### config.mk
export PLATFORM = sky130hd
export DESIGN_NAME = pulse_channel_with_sweep
export DESIGN_NICKNAME = d
export VERILOG_FILES = /design/src/sv/pcs_pkg.sv /design/src/sv/pcs_core.sv /design/src/sv/pulse_channel_with_sweep.sv
export SDC_FILE = /design/constraint.sdc
export NUM_CORES = 1
export LEC_CHECK = 0
export BUFFER_PORTS_ARGS = -buffer_cell sky130_fd_sc_hd__buf_2
export CORE_UTILIZATION = 60
export DETAILED_ROUTE_END_ITERATION = 6
export GPL_TIMING_DRIVEN = 0
export PLACE_DENSITY = 0.79
export SKIP_CTS_REPAIR_TIMING = 1
export SLEW_MARGIN = 20
export SYNTH_ARGS = -nofsm -noshare
export SYNTH_HDL_FRONTEND = slang
export SYNTH_SLANG_ARGS = --single-unit
### constraint.sdc
create_clock -name clk -period 4.6 [get_ports clk]
set_input_delay 0.23 -clock clk [delete_from_list [all_inputs] [get_ports clk]]
set_output_delay 0.23 -clock clk [all_outputs]
set_load 0.01 [all_outputs]
### src/sv/pcs_pkg.sv
// shared types, codes and helpers for the pulse channel with sweep
`default_nettype none

package pcs_pkg;

  // operation codes carried by a request
  typedef enum logic [2:0] {
    OP_WRITE  = 3'd0,
    OP_READ   = 3'd1,
    OP_TICK   = 3'd2,
    OP_LENGTH = 3'd3,
    OP_SWEEP  = 3'd4,
    OP_ENV    = 3'd5
  } op_t;

  // channel register numbers
  localparam logic [2:0] REG_SWEEP  = 3'd0;
  localparam logic [2:0] REG_DUTY   = 3'd1;
  localparam logic [2:0] REG_ENV    = 3'd2;
  localparam logic [2:0] REG_PER_LO = 3'd3;
  localparam logic [2:0] REG_PER_HI = 3'd4;

  localparam logic [4:0] LEVEL_MID = 5'h0f;
  localparam logic [3:0] VOL_MAX   = 4'hf;
  localparam logic [7:0] READ_IDLE = 8'hff;

  // one result as it leaves the core
  typedef struct packed {
    logic [7:0]        read_data;
    logic signed [11:0] sample;
    logic              channel_on;
  } result_t;

  // eight-step duty pattern, one of four shapes
  function automatic logic duty_high(input logic [1:0] mode, input logic [2:0] pos);
    logic hi;
    unique case (mode)
      2'd0:    hi = (pos != 3'd7);
      2'd1:    hi = (pos != 3'd0) && (pos != 3'd7);
      2'd2:    hi = (pos != 3'd0) && (pos <= 3'd4);
      default: hi = (pos == 3'd0) || (pos == 3'd7);
    endcase
    return hi;
  endfunction

endpackage

`default_nettype wire

### src/sv/pcs_core.sv
// channel state and per-request next-state logic
`default_nettype none

module pcs_core (
  input  wire logic                clk,
  input  wire logic                rst_n,
  input  wire logic                fire,
  input  wire logic [2:0]          op,
  input  wire logic [2:0]          reg_index,
  input  wire logic [7:0]          write_data,
  output pcs_pkg::result_t         result
);

  logic [2:0]  sweep_pace_r, sweep_pace_nxt;
  logic        sweep_down_r, sweep_down_nxt;
  logic [2:0]  sweep_shift_r, sweep_shift_nxt;
  logic [1:0]  duty_mode_r, duty_mode_nxt;
  logic [5:0]  length_count_r, length_count_nxt;
  logic        dac_enabled_r, dac_enabled_nxt;
  logic [3:0]  start_volume_r, start_volume_nxt;
  logic        env_rising_r, env_rising_nxt;
  logic [2:0]  env_pace_r, env_pace_nxt;
  logic [10:0] base_period_r, base_period_nxt;
  logic [11:0] live_period_r, live_period_nxt;
  logic        length_enabled_r, length_enabled_nxt;
  logic        running_r, running_nxt;
  logic [3:0]  cur_volume_r, cur_volume_nxt;
  logic [11:0] period_timer_r, period_timer_nxt;
  logic [2:0]  duty_position_r, duty_position_nxt;
  logic [2:0]  sweep_counter_r, sweep_counter_nxt;
  logic [2:0]  env_counter_r, env_counter_nxt;

  logic [11:0] timer_inc;
  logic [2:0]  tick_pos;
  logic [3:0]  level;
  logic [4:0]  amp;
  logic [11:0] sweep_adj;
  logic [11:0] swept;
  logic [2:0]  sweep_cnt_inc;
  logic [2:0]  env_cnt_inc;
  logic [5:0]  length_inc;
  logic [10:0] base_wr;
  logic        dac_wr;
  logic [7:0]  rd;
  logic [11:0] smp;

  // datapath terms used by the op arms
  assign timer_inc     = period_timer_r + 12'd1;
  assign tick_pos      = timer_inc[11] ? duty_position_r + 3'd1 : duty_position_r;
  assign level         = pcs_pkg::duty_high(duty_mode_r, tick_pos) ? cur_volume_r : 4'd0;
  assign amp           = {level, 1'b0} - pcs_pkg::LEVEL_MID;
  assign sweep_adj     = live_period_r >> sweep_shift_r;
  assign swept         = sweep_down_r ? live_period_r - sweep_adj : live_period_r + sweep_adj;
  assign sweep_cnt_inc = sweep_counter_r + 3'd1;
  assign env_cnt_inc   = env_counter_r + 3'd1;
  assign length_inc    = length_count_r + 6'd1;
  assign base_wr       = (reg_index == pcs_pkg::REG_PER_LO) ?
                         {base_period_r[10:8], write_data} :
                         {write_data[2:0], base_period_r[7:0]};
  assign dac_wr        = (write_data[7:3] != 5'd0);

  always_comb begin
    sweep_pace_nxt     = sweep_pace_r;
    sweep_down_nxt     = sweep_down_r;
    sweep_shift_nxt    = sweep_shift_r;
    duty_mode_nxt      = duty_mode_r;
    length_count_nxt   = length_count_r;
    dac_enabled_nxt    = dac_enabled_r;
    start_volume_nxt   = start_volume_r;
    env_rising_nxt     = env_rising_r;
    env_pace_nxt       = env_pace_r;
    base_period_nxt    = base_period_r;
    live_period_nxt    = live_period_r;
    length_enabled_nxt = length_enabled_r;
    running_nxt        = running_r;
    cur_volume_nxt     = cur_volume_r;
    period_timer_nxt   = period_timer_r;
    duty_position_nxt  = duty_position_r;
    sweep_counter_nxt  = sweep_counter_r;
    env_counter_nxt    = env_counter_r;
    rd                 = pcs_pkg::READ_IDLE;
    smp                = 12'd0;

    unique case (op)
      pcs_pkg::OP_WRITE: begin
        unique case (reg_index)
          pcs_pkg::REG_SWEEP: begin
            sweep_pace_nxt  = write_data[6:4];
            sweep_down_nxt  = write_data[3];
            sweep_shift_nxt = write_data[2:0];
          end
          pcs_pkg::REG_DUTY: begin
            duty_mode_nxt    = write_data[7:6];
            length_count_nxt = write_data[5:0];
          end
          pcs_pkg::REG_ENV: begin
            dac_enabled_nxt  = dac_wr;
            start_volume_nxt = write_data[7:4];
            env_rising_nxt   = write_data[3];
            env_pace_nxt     = write_data[2:0];
            if (!dac_wr) begin
              running_nxt = 1'b0;
            end
          end
          pcs_pkg::REG_PER_LO: begin
            base_period_nxt = base_wr;
            if (sweep_pace_r == 3'd0) begin
              live_period_nxt = {1'b0, base_wr};
            end
          end
          pcs_pkg::REG_PER_HI: begin
            length_enabled_nxt = write_data[6];
            base_period_nxt    = base_wr;
            if (sweep_pace_r == 3'd0) begin
              live_period_nxt = {1'b0, base_wr};
            end
            // trigger
            if (dac_enabled_r && write_data[7]) begin
              running_nxt      = 1'b1;
              cur_volume_nxt   = start_volume_r;
              live_period_nxt  = {1'b0, base_wr};
              period_timer_nxt = {1'b0, base_wr};
            end
          end
          default: ;
        endcase
      end
      pcs_pkg::OP_READ: begin
        unique case (reg_index)
          pcs_pkg::REG_SWEEP:  rd = {1'b1, sweep_pace_r, sweep_down_r, sweep_shift_r};
          pcs_pkg::REG_DUTY:   rd = {duty_mode_r, 6'h3f};
          pcs_pkg::REG_ENV:    rd = {start_volume_r, env_rising_r, env_pace_r};
          pcs_pkg::REG_PER_HI: rd = {1'b1, length_enabled_r, 6'h3f};
          default:             rd = pcs_pkg::READ_IDLE;
        endcase
      end
      pcs_pkg::OP_TICK: begin
        if (running_r) begin
          period_timer_nxt  = timer_inc[11] ? live_period_r : timer_inc;
          duty_position_nxt = tick_pos;
          smp               = {amp, 7'd0};
        end
      end
      pcs_pkg::OP_LENGTH: begin
        if (length_enabled_r) begin
          length_count_nxt = length_inc;
          if (length_inc == 6'd0) begin
            running_nxt = 1'b0;
          end
        end
      end
      pcs_pkg::OP_SWEEP: begin
        if (running_r && sweep_pace_r != 3'd0) begin
          if (sweep_cnt_inc == sweep_pace_r) begin
            sweep_counter_nxt = 3'd0;
            live_period_nxt   = swept;
            if (swept[11]) begin
              running_nxt = 1'b0;
            end
          end else begin
            sweep_counter_nxt = sweep_cnt_inc;
          end
        end
      end
      pcs_pkg::OP_ENV: begin
        if (running_r && env_pace_r != 3'd0) begin
          if (env_cnt_inc == env_pace_r) begin
            env_counter_nxt = 3'd0;
            if (env_rising_r) begin
              if (cur_volume_r != pcs_pkg::VOL_MAX) begin
                cur_volume_nxt = cur_volume_r + 4'd1;
              end
            end else if (cur_volume_r != 4'd0) begin
              cur_volume_nxt = cur_volume_r - 4'd1;
            end
          end else begin
            env_counter_nxt = env_cnt_inc;
          end
        end
      end
      default: ;
    endcase
  end

  always_ff @(posedge clk) begin
    if (!rst_n) begin
      sweep_pace_r     <= '0;
      sweep_down_r     <= 1'b0;
      sweep_shift_r    <= '0;
      duty_mode_r      <= '0;
      length_count_r   <= '0;
      dac_enabled_r    <= 1'b0;
      start_volume_r   <= '0;
      env_rising_r     <= 1'b0;
      env_pace_r       <= '0;
      base_period_r    <= '0;
      live_period_r    <= '0;
      length_enabled_r <= 1'b0;
      running_r        <= 1'b0;
      cur_volume_r     <= '0;
      period_timer_r   <= '0;
      duty_position_r  <= '0;
      sweep_counter_r  <= '0;
      env_counter_r    <= '0;
    end else if (fire) begin
      sweep_pace_r     <= sweep_pace_nxt;
      sweep_down_r     <= sweep_down_nxt;
      sweep_shift_r    <= sweep_shift_nxt;
      duty_mode_r      <= duty_mode_nxt;
      length_count_r   <= length_count_nxt;
      dac_enabled_r    <= dac_enabled_nxt;
      start_volume_r   <= start_volume_nxt;
      env_rising_r     <= env_rising_nxt;
      env_pace_r       <= env_pace_nxt;
      base_period_r    <= base_period_nxt;
      live_period_r    <= live_period_nxt;
      length_enabled_r <= length_enabled_nxt;
      running_r        <= running_nxt;
      cur_volume_r     <= cur_volume_nxt;
      period_timer_r   <= period_timer_nxt;
      duty_position_r  <= duty_position_nxt;
      sweep_counter_r  <= sweep_counter_nxt;
      env_counter_r    <= env_counter_nxt;
    end
  end

  assign result.read_data  = rd;
  assign result.sample     = smp;
  assign result.channel_on = running_nxt;

endmodule

`default_nettype wire

### src/sv/pulse_channel_with_sweep.sv
// top level of the square-wave channel with sweep, envelope and length
`default_nettype none

// channel  | ports                                        | direction
// ---------+----------------------------------------------+----------
// request  | in_valid in_stall in_op in_reg_index         | in
//          | in_write_data                                |
// result   | out_valid out_stall out_read_data out_sample | out
//          | out_channel_on                               |
//
// one request per cycle while in_stall is low; its result appears in the output register on the
// next cycle, set by the single state update in pcs_core
// synchronous active-low reset clears all channel state and the output valid
// in_stall rises only while the output register holds a result and out_stall
// is high; otherwise a new request is taken every cycle

module pulse_channel_with_sweep (
  input  wire logic               clk,
  input  wire logic               rst_n,
  // request channel
  input  wire logic               in_valid,
  output logic                    in_stall,
  input  wire logic [2:0]         in_op,
  input  wire logic [2:0]         in_reg_index,
  input  wire logic [7:0]         in_write_data,
  // result channel
  output logic                    out_valid,
  input  wire logic               out_stall,
  output logic [7:0]              out_read_data,
  output logic signed [11:0]      out_sample,
  output logic                    out_channel_on
);

  pcs_pkg::result_t core_result;
  pcs_pkg::result_t result_r;
  logic             out_valid_r;
  logic             in_fire;

  // output register is free when empty or being drained this cycle
  assign in_stall = out_valid_r && out_stall;
  assign in_fire  = in_valid && !in_stall;

  // channel state plus all per-request logic
  pcs_core u_core (
    .clk        (clk),
    .rst_n      (rst_n),
    .fire       (in_fire),
    .op         (in_op),
    .reg_index  (in_reg_index),
    .write_data (in_write_data),
    .result     (core_result)
  );

  // output register: valid is control, payload loads on each accepted request
  always_ff @(posedge clk) begin
    if (!rst_n) begin
      out_valid_r <= 1'b0;
    end else if (in_fire) begin
      out_valid_r <= 1'b1;
    end else if (!out_stall) begin
      out_valid_r <= 1'b0;
    end
  end

  always_ff @(posedge clk) begin
    if (in_fire) begin
      result_r <= core_result;
    end
  end

  assign out_valid      = out_valid_r;
  assign out_read_data  = result_r.read_data;
  assign out_sample     = result_r.sample;
  assign out_channel_on = result_r.channel_on;

`ifndef SYNTH
  // every accepted request leaves a result in the output register
  a_fire_fills : assert property (@(posedge clk) disable iff (!rst_n)
    in_fire |=> out_valid_r)
    else $error("accepted request produced no result");

  // an empty output register never holds back the request side
  a_empty_no_stall : assert property (@(posedge clk) disable iff (!rst_n)
    !out_valid_r |-> !in_stall)
    else $error("request stalled while output register empty");

  // a nonzero sample only comes from a running channel
  a_sample_on : assert property (@(posedge clk) disable iff (!rst_n)
    (out_valid_r && out_sample != 12'sd0) |-> out_channel_on)
    else $error("nonzero sample while channel off");

  // only sample ticks produce sample values
  a_tick_only : assert property (@(posedge clk) disable iff (!rst_n)
    (in_fire && in_op != pcs_pkg::OP_TICK) |=> (out_sample == 12'sd0))
    else $error("sample on a non-tick request");

  // only reads return anything other than all ones
  a_read_only : assert property (@(posedge clk) disable iff (!rst_n)
    (in_fire && in_op != pcs_pkg::OP_READ) |=> (out_read_data == pcs_pkg::READ_IDLE))
    else $error("read data on a non-read request");
`endif

endmodule

`default_nettype wire

# Word level (Yosys, flattened, before mapping)
# Cells that the tools add are included.
# totals
register_bits	96
in_bits	18
word_cells	143
# op_classes
addsub	10
n_lt_le_gt_ge	1
eq_ne	29
shifts	1
muxes	41
n_reduce_logical	38
# ops
op	n
2-to-1 mux 12 bit	9
one-hot mux 12 bit (2 select lines)	3
2-to-1 mux 4 bit	8
one-hot mux 8 bit (4 select lines)	1
AND reduction 3 bit	8
!= test 2 x 1 -> 1 bit, second input constant	10
adder 12 x 1 -> 12 bit, second input constant	1
adder 12 bit	1
equality test 3 x 2 -> 1 bit, second input constant	4
equality test 3 bit, second input constant	4
logical NOT 3 bit	4
2-to-1 mux 6 bit	2
one-hot mux 6 bit (2 select lines)	1
right shift 12 x 3 -> 12 bit	1
subtractor 12 bit	1
2-to-1 mux 11 bit	1
AND reduction 5 bit	2
adder 3 x 1 -> 3 bit, second input constant	3
2-to-1 mux 1 bit	9
2-to-1 mux 3 bit	3
nonzero test 3 bit	3
one-hot mux 4 bit (2 select lines)	1
AND reduction 8 bit	1
nonzero test 2 bit	4
24 further kinds	35

# Longest topological paths before layout
# logic_depth
word_depth	7
ltp_mapped	19
mapped_depth_nobuf	17

# Cells and area by module
# Synthesis repeated with hierarchy kept, for this count alone.
# hier_totals
hier_cells	732
hier_area_um2	6517.5
# by_module_without_submodules
mod	instances	cells_each	area_per_inst_um2
pcs_core	1	707	5844.4
pulse_channel_with_sweep	1	25	673.1

# Least setup slack after synthesis
# OpenSTA, ideal clock, no wires.
# synth_path
path_kind	flip-flop to flip-flop
startpoint	register u_core.sweep_shift_r[2]
endpoint	register result_r (netlist bit out_channel_on) (data pin)
setup_ps	254
arrival_time_ps	3730
t_required_ps	4346
setup_slack_ps	615
path_stages_with_launch	16
path_buffers	3
period_less_slack_ps	3985
path_cell_list	dfxtp_1 -> buf_2 -> buf_1 -> buf_1 -> mux2_2 -> ha_1 -> o21ai_0 -> ha_1 -> nor2b_1 -> o31a_1 -> o41ai_1 -> a21oi_1 -> o21ai_0 -> nand2b_1 -> xnor2_1 -> o21a_1
# synth_via
elab_chain_len	7
elab_cells_between_ends	8
cone_classes	2 x add/sub; 1 x shift; 5 x mux
# synth_lines
element	line_no	source
start: declaration	pcs_core.sv:16	logic [2:0] sweep_shift_r, sweep_shift_nxt;
start signal: assignment	pcs_core.sv:208	sweep_shift_r <= sweep_shift_nxt;
right shift 12 x 3 -> 12 bit (*)	pcs_core.sv:52	assign sweep_adj = live_period_r >> sweep_shift_r;
adder 12 bit or subtractor 12 bit (tied branches)	pcs_core.sv:53	assign swept = sweep_down_r ? live_period_r - sweep_adj : live_period_r + sweep_adj;
2-to-1 mux 12 bit (*)	pcs_core.sv:53	
2-to-1 mux 1 bit (*)	pcs_core.sv:157	if (swept[11]) begin
2-to-1 mux 1 bit (*)	pcs_core.sv:154	if (sweep_cnt_inc == sweep_pace_r) begin
2-to-1 mux 1 bit (*)	pcs_core.sv:153	if (running_r && sweep_pace_r != 3'd0) begin
one-hot mux 1 bit (3 select lines) (*)	pcs_core.sv:84	unique case (op)
net u_core.running_nxt	pcs_core.sv:26	logic running_r, running_nxt;
end signal: assignment	pulse_channel_with_sweep.sv:67	result_r <= core_result;
end: declaration	pulse_channel_with_sweep.sv:35	pcs_pkg::result_t result_r;
# The timed path passes the listed nets; every way through them passes the cells marked *.
# A chain may end at the register's enable or synchronous reset.

# Worst setup path in the final report
# layout_path
startpoint	register u_core.live_period_r[8]
endpoint	register result_r (netlist bit out_channel_on) (data pin)
# layout_via
elab_chain_len	7
elab_cells_between_ends	8
cone_classes	2 x add/sub; 1 x shift; 5 x mux
# layout_lines
element	line_no	source
start: declaration	pcs_core.sv:24	logic [11:0] live_period_r, live_period_nxt;
start signal: assignment	pcs_core.sv:216	live_period_r <= live_period_nxt;
right shift 12 x 3 -> 12 bit	pcs_core.sv:52	
adder 12 bit or subtractor 12 bit (tied branches)	pcs_core.sv:53	
2-to-1 mux 12 bit (*)	pcs_core.sv:53	
2-to-1 mux 1 bit (*)	pcs_core.sv:157	
2-to-1 mux 1 bit (*)	pcs_core.sv:154	
2-to-1 mux 1 bit (*)	pcs_core.sv:153	
one-hot mux 1 bit (3 select lines) (*)	pcs_core.sv:84	
net u_core.running_nxt	pcs_core.sv:26	
# Marks and branches as above.

==> flow_summary_export.csv <==
group,metric,value,unit
place,placed_cell_area,6640,um^2
yosys,netlist_area,6290,um^2
grt,grt_pass1_wl,27500,um
min_path,hold_depth,2,
status,status,"completed",
yosys,avgSynthCellArea,8.43,um^2
floorplan,die-area,10900,um^2
worst_setup_path,required,4.83,ns
sta,worst_pin_slew,0.919,ns
yosys,synth_edf_count,14,
clock_tree,cts.sinks,89,
yosys,syn_inst,746,
floorplan,start_util,61.5,%
cells_and_area,syn2layout_area_growth,8.93,%
sta,period_needed,4.20,ns
cells_and_area,final_cells,934,
sta,drv_slew,0,
routing,drtIter0Drc,540,
place,gp_congestion,0.928,
worst_setup_path,critical_path.max_fanout,10,
floorplan,num_rows,37,
routing,via_per_inst,6.21,
sta,fin_tns_setup,0,ns
routing,routed_wl,16600,um
worst_setup_path,crit_type,"reg2reg",
cells_and_area,nets,835,
place,dp_cells,920,
routing,num_vias,5799,
yosys,yosys-top-cells-area,"dfxtp_1 (24%), mux2i_1 (8.3%), edfxtp_1 (6.7%), nand2_1 (4.8%), ha_1 (4.4%)",
pwr,swShare,27.2,%
clock_tree,cts_root_buf,"clkbuf_8",
worst_setup_path,reg2reg_slack,0.40,ns
min_path,hp-start,"in_valid",
worst_setup_path,r2r_cells,15,
floorplan,ios,41,
yosys,synthFlopType,"dfxtp_1",
pwr,power,1.57,mW
min_path,min_path_type,"in2reg",
worst_setup_path,crit_start,"u_core.live_period_r[8]$_SDFFE_PN0P_",
yosys,yosysWarnings,0,
grt,overflow,0,
sta,maxSlewHeadroom,38.3,%
sta,setup_viol,0,
grt,grt_max_degree,23,
cells_and_area,final_cell_mix,"nand2_1 (81), dfxtp_1 (75), mux2i_1 (52)",
worst_setup_path,rr_startpoint,"u_core.live_period_r[8]$_SDFFE_PN0P_",
cells_and_area,mostFrequentLayoutCell,"nand2_1",
yosys,yosysSeqAreaShare,30.6,%
pwr,combPwrFrac,14.4,%
sta,holdWs,0.0777,ns
routing,drc,0,
cells_and_area,fillers,873,
yosys,synth_cell_types,75,
clock_tree,clock_latency,0.37,ns
sta,period_share,91.3,%
sta,skew,0.0141,ns
worst_setup_path,cp.arrival,4.44,ns
place,portBuffers,32,
sta,grt_setup_unrepaired,"false",
cells_and_area,drive_gt1_share,12.8,%
pwr,peakVddDrop,0.174,mV
run,cap_violations,0,
yosys,async_flop_share,0,%
yosys,synth_top_cell_by_area,"dfxtp_1",
worst_setup_path,timing.rr.end,"out_channel_on$_DFFE_PP_",
pwr,internal-power,1.14,mW
yosys,synth-seq-cells,89,
pwr,power.density,230,nW/um^2
sta,max_freq,238,MHz
min_path,whs_endpoint,"out_valid$_SDFFE_PN0P_",
clock_tree,numCtsBuffers,9,
clock_tree,cts_buffer_depth,2,
cells_and_area,design_area,6850,um^2
clock_tree,cts_tree,"built",
yosys,synth_top_cell_area_share,23.9,%
routing,dr.pass1.iters,5,
clock_tree,clk_transition_reported_paths,0.09,ns
grt,grt_use_total,31.7,%
grt,antenna_found_initial,0,
floorplan,die_y,104,um
grt,first_global_vias,5708,
place,dp_hpwl,12800,um
floorplan,coreArea,10200,um^2
routing,antenna_left,0,
pwr,seqPwrFrac,50.9,%
pwr,clkPwrFrac,34.7,%
clock_tree,cts_max_level,3,
worst_setup_path,endpoint_kind,"register",
floorplan,die_x,104,um
routing,wl_per_cell,17.8,um
pwr,p_leak,2.79,nW
worst_setup_path,crit_path_start_kind,"register",
sta,report.final.hold_viol_count,0,
pwr,p_switching,428,uW
cells_and_area,diodes,0,
[synth_stat cells (3+ instances only)]
library cell / instances
nand2_1: 81
dfxtp_1: 75
mux2i_1: 52
a21oi_1: 43
o21ai_0: 43
nor2_1: 42
nor2b_1: 37
clkbuf_1: 26
nand3_1: 26
ha_1: 22
xnor2_1: 22
xor2_1: 18
and2_1: 17
nor3_1: 17
o211a_1: 17
inv_1: 15
edfxtp_1: 14
a31oi_1: 12
mux2_2: 12
o211ai_1: 12
a21boi_0: 11
buf_2: 11
buf_4: 9
a211oi_1: 8
and3_1: 7
nand2b_1: 6
o21a_1: 6
nand3b_1: 5
or3_1: 5
a21o_1: 4
a22oi_1: 4
o32ai_1: 4
or2_2: 4
and4_1: 3
buf_1: 3
nand4_1: 3
o21bai_1: 3
[state kept, by name, indices dropped and copies added (netlist names), 2 cells and up]
signal	count
u_core.cur_volume_r	4
out_read_data	8
u_core.env_pace_r	3
u_core.sweep_shift_r	3
u_core.live_period_r	12
u_core.length_count_r	6
u_core.duty_position_r	3
u_core.sweep_pace_r	3
out_sample	5
u_core.duty_mode_r	2
u_core.base_period_r	11
u_core.sweep_counter_r	3
u_core.start_volume_r	4
u_core.env_counter_r	3
u_core.period_timer_r	12
[metrics by stage]
stage	setup slack [ns]	utilization (%)
3_3_place_gp	-0.121	64.9
3_5_place_dp	-0.233	64.9
4_1_cts	-0.266	66.9
5_1_grt	0.135	67.0
6_report	0.398	67.0
2_1_floorplan	0.615	-
[routing by layer]
| metal | up-vias | track usage (%) | share of wire, % |
|---|---|---|---|
| li1 | 2771 | - | - |
| met1 | 2775 | 39.4 | 43 |
| met2 | 208 | 53.1 | 48 |
| met3 | 45 | 5.08 | 5.4 |
| met4 | 0 | 15.5 | 3.0 |
| met5 | - | 0 | 0 |
[area by class of cell]
type	instances	area, um^2	share of cell area [%]
buffer	49	253	3.69
clock buffer	13	180	2.63
timing repair buffer	32	160	2.34
multi-input combinational	596	4090	59.6
sequential	89	1920	28.0
inverter	16	60.1	0.877
tap	136	170	2.48
clock inverter	3	20.0	0.292
[worst max path at each step]
stage	cells after the start	slack [ns]	to
floorplan	15	0.62	out_channel_on$_DFFE_PP_
global placement	15	-0.12	out_channel_on$_DFFE_PP_
detailed placement	15	-0.23	out_channel_on$_DFFE_PP_
CTS	15	-0.27	out_channel_on$_DFFE_PP_
global route	15	0.14	out_channel_on$_DFFE_PP_
finish	15	0.40	out_channel_on$_DFFE_PP_
[cells by family after synthesis]
logic type,count (synthesis),synth area share (%)
and+or+nand+nor,268,21.9
AOI/OAI and AO/OA,190,20.3
DFF,89,30.6
buffers and inverters,67,5.05
muxes,66,11.1
xor gates and xnor gates,41,5.95
adders and majority gates,24,5.01
other,1,0.0596
[power by group through the flow]
stage                     sequential, mW  clock (mW)  combinational [mW]
after CTS                          0.801       0.547               0.222
after global placement             0.819           0               0.215
after floorplan                    0.821           0               0.154
after detailed placement           0.819           0               0.221
after global routing               0.802       0.577               0.247
final                              0.801       0.545               0.227
[worst max-delay path, stage by stage, from the launching register on]
cell	delay, ns
dfxtp_1	0.38
buf_2	0.25
nor2b_1	0.09
or2_2	0.29
mux4_2	0.50
ha_1	0.31
o21ai_1	0.24
ha_1	0.28
nor2b_1	0.14
o31a_1	0.30
o41ai_2	0.36
a21oi_1	0.12
o21ai_0	0.19
nand2b_1	0.09
xnor2_1	0.32
o21a_1	0.21
No activity file was read; power rests on OpenSTA's default activity.
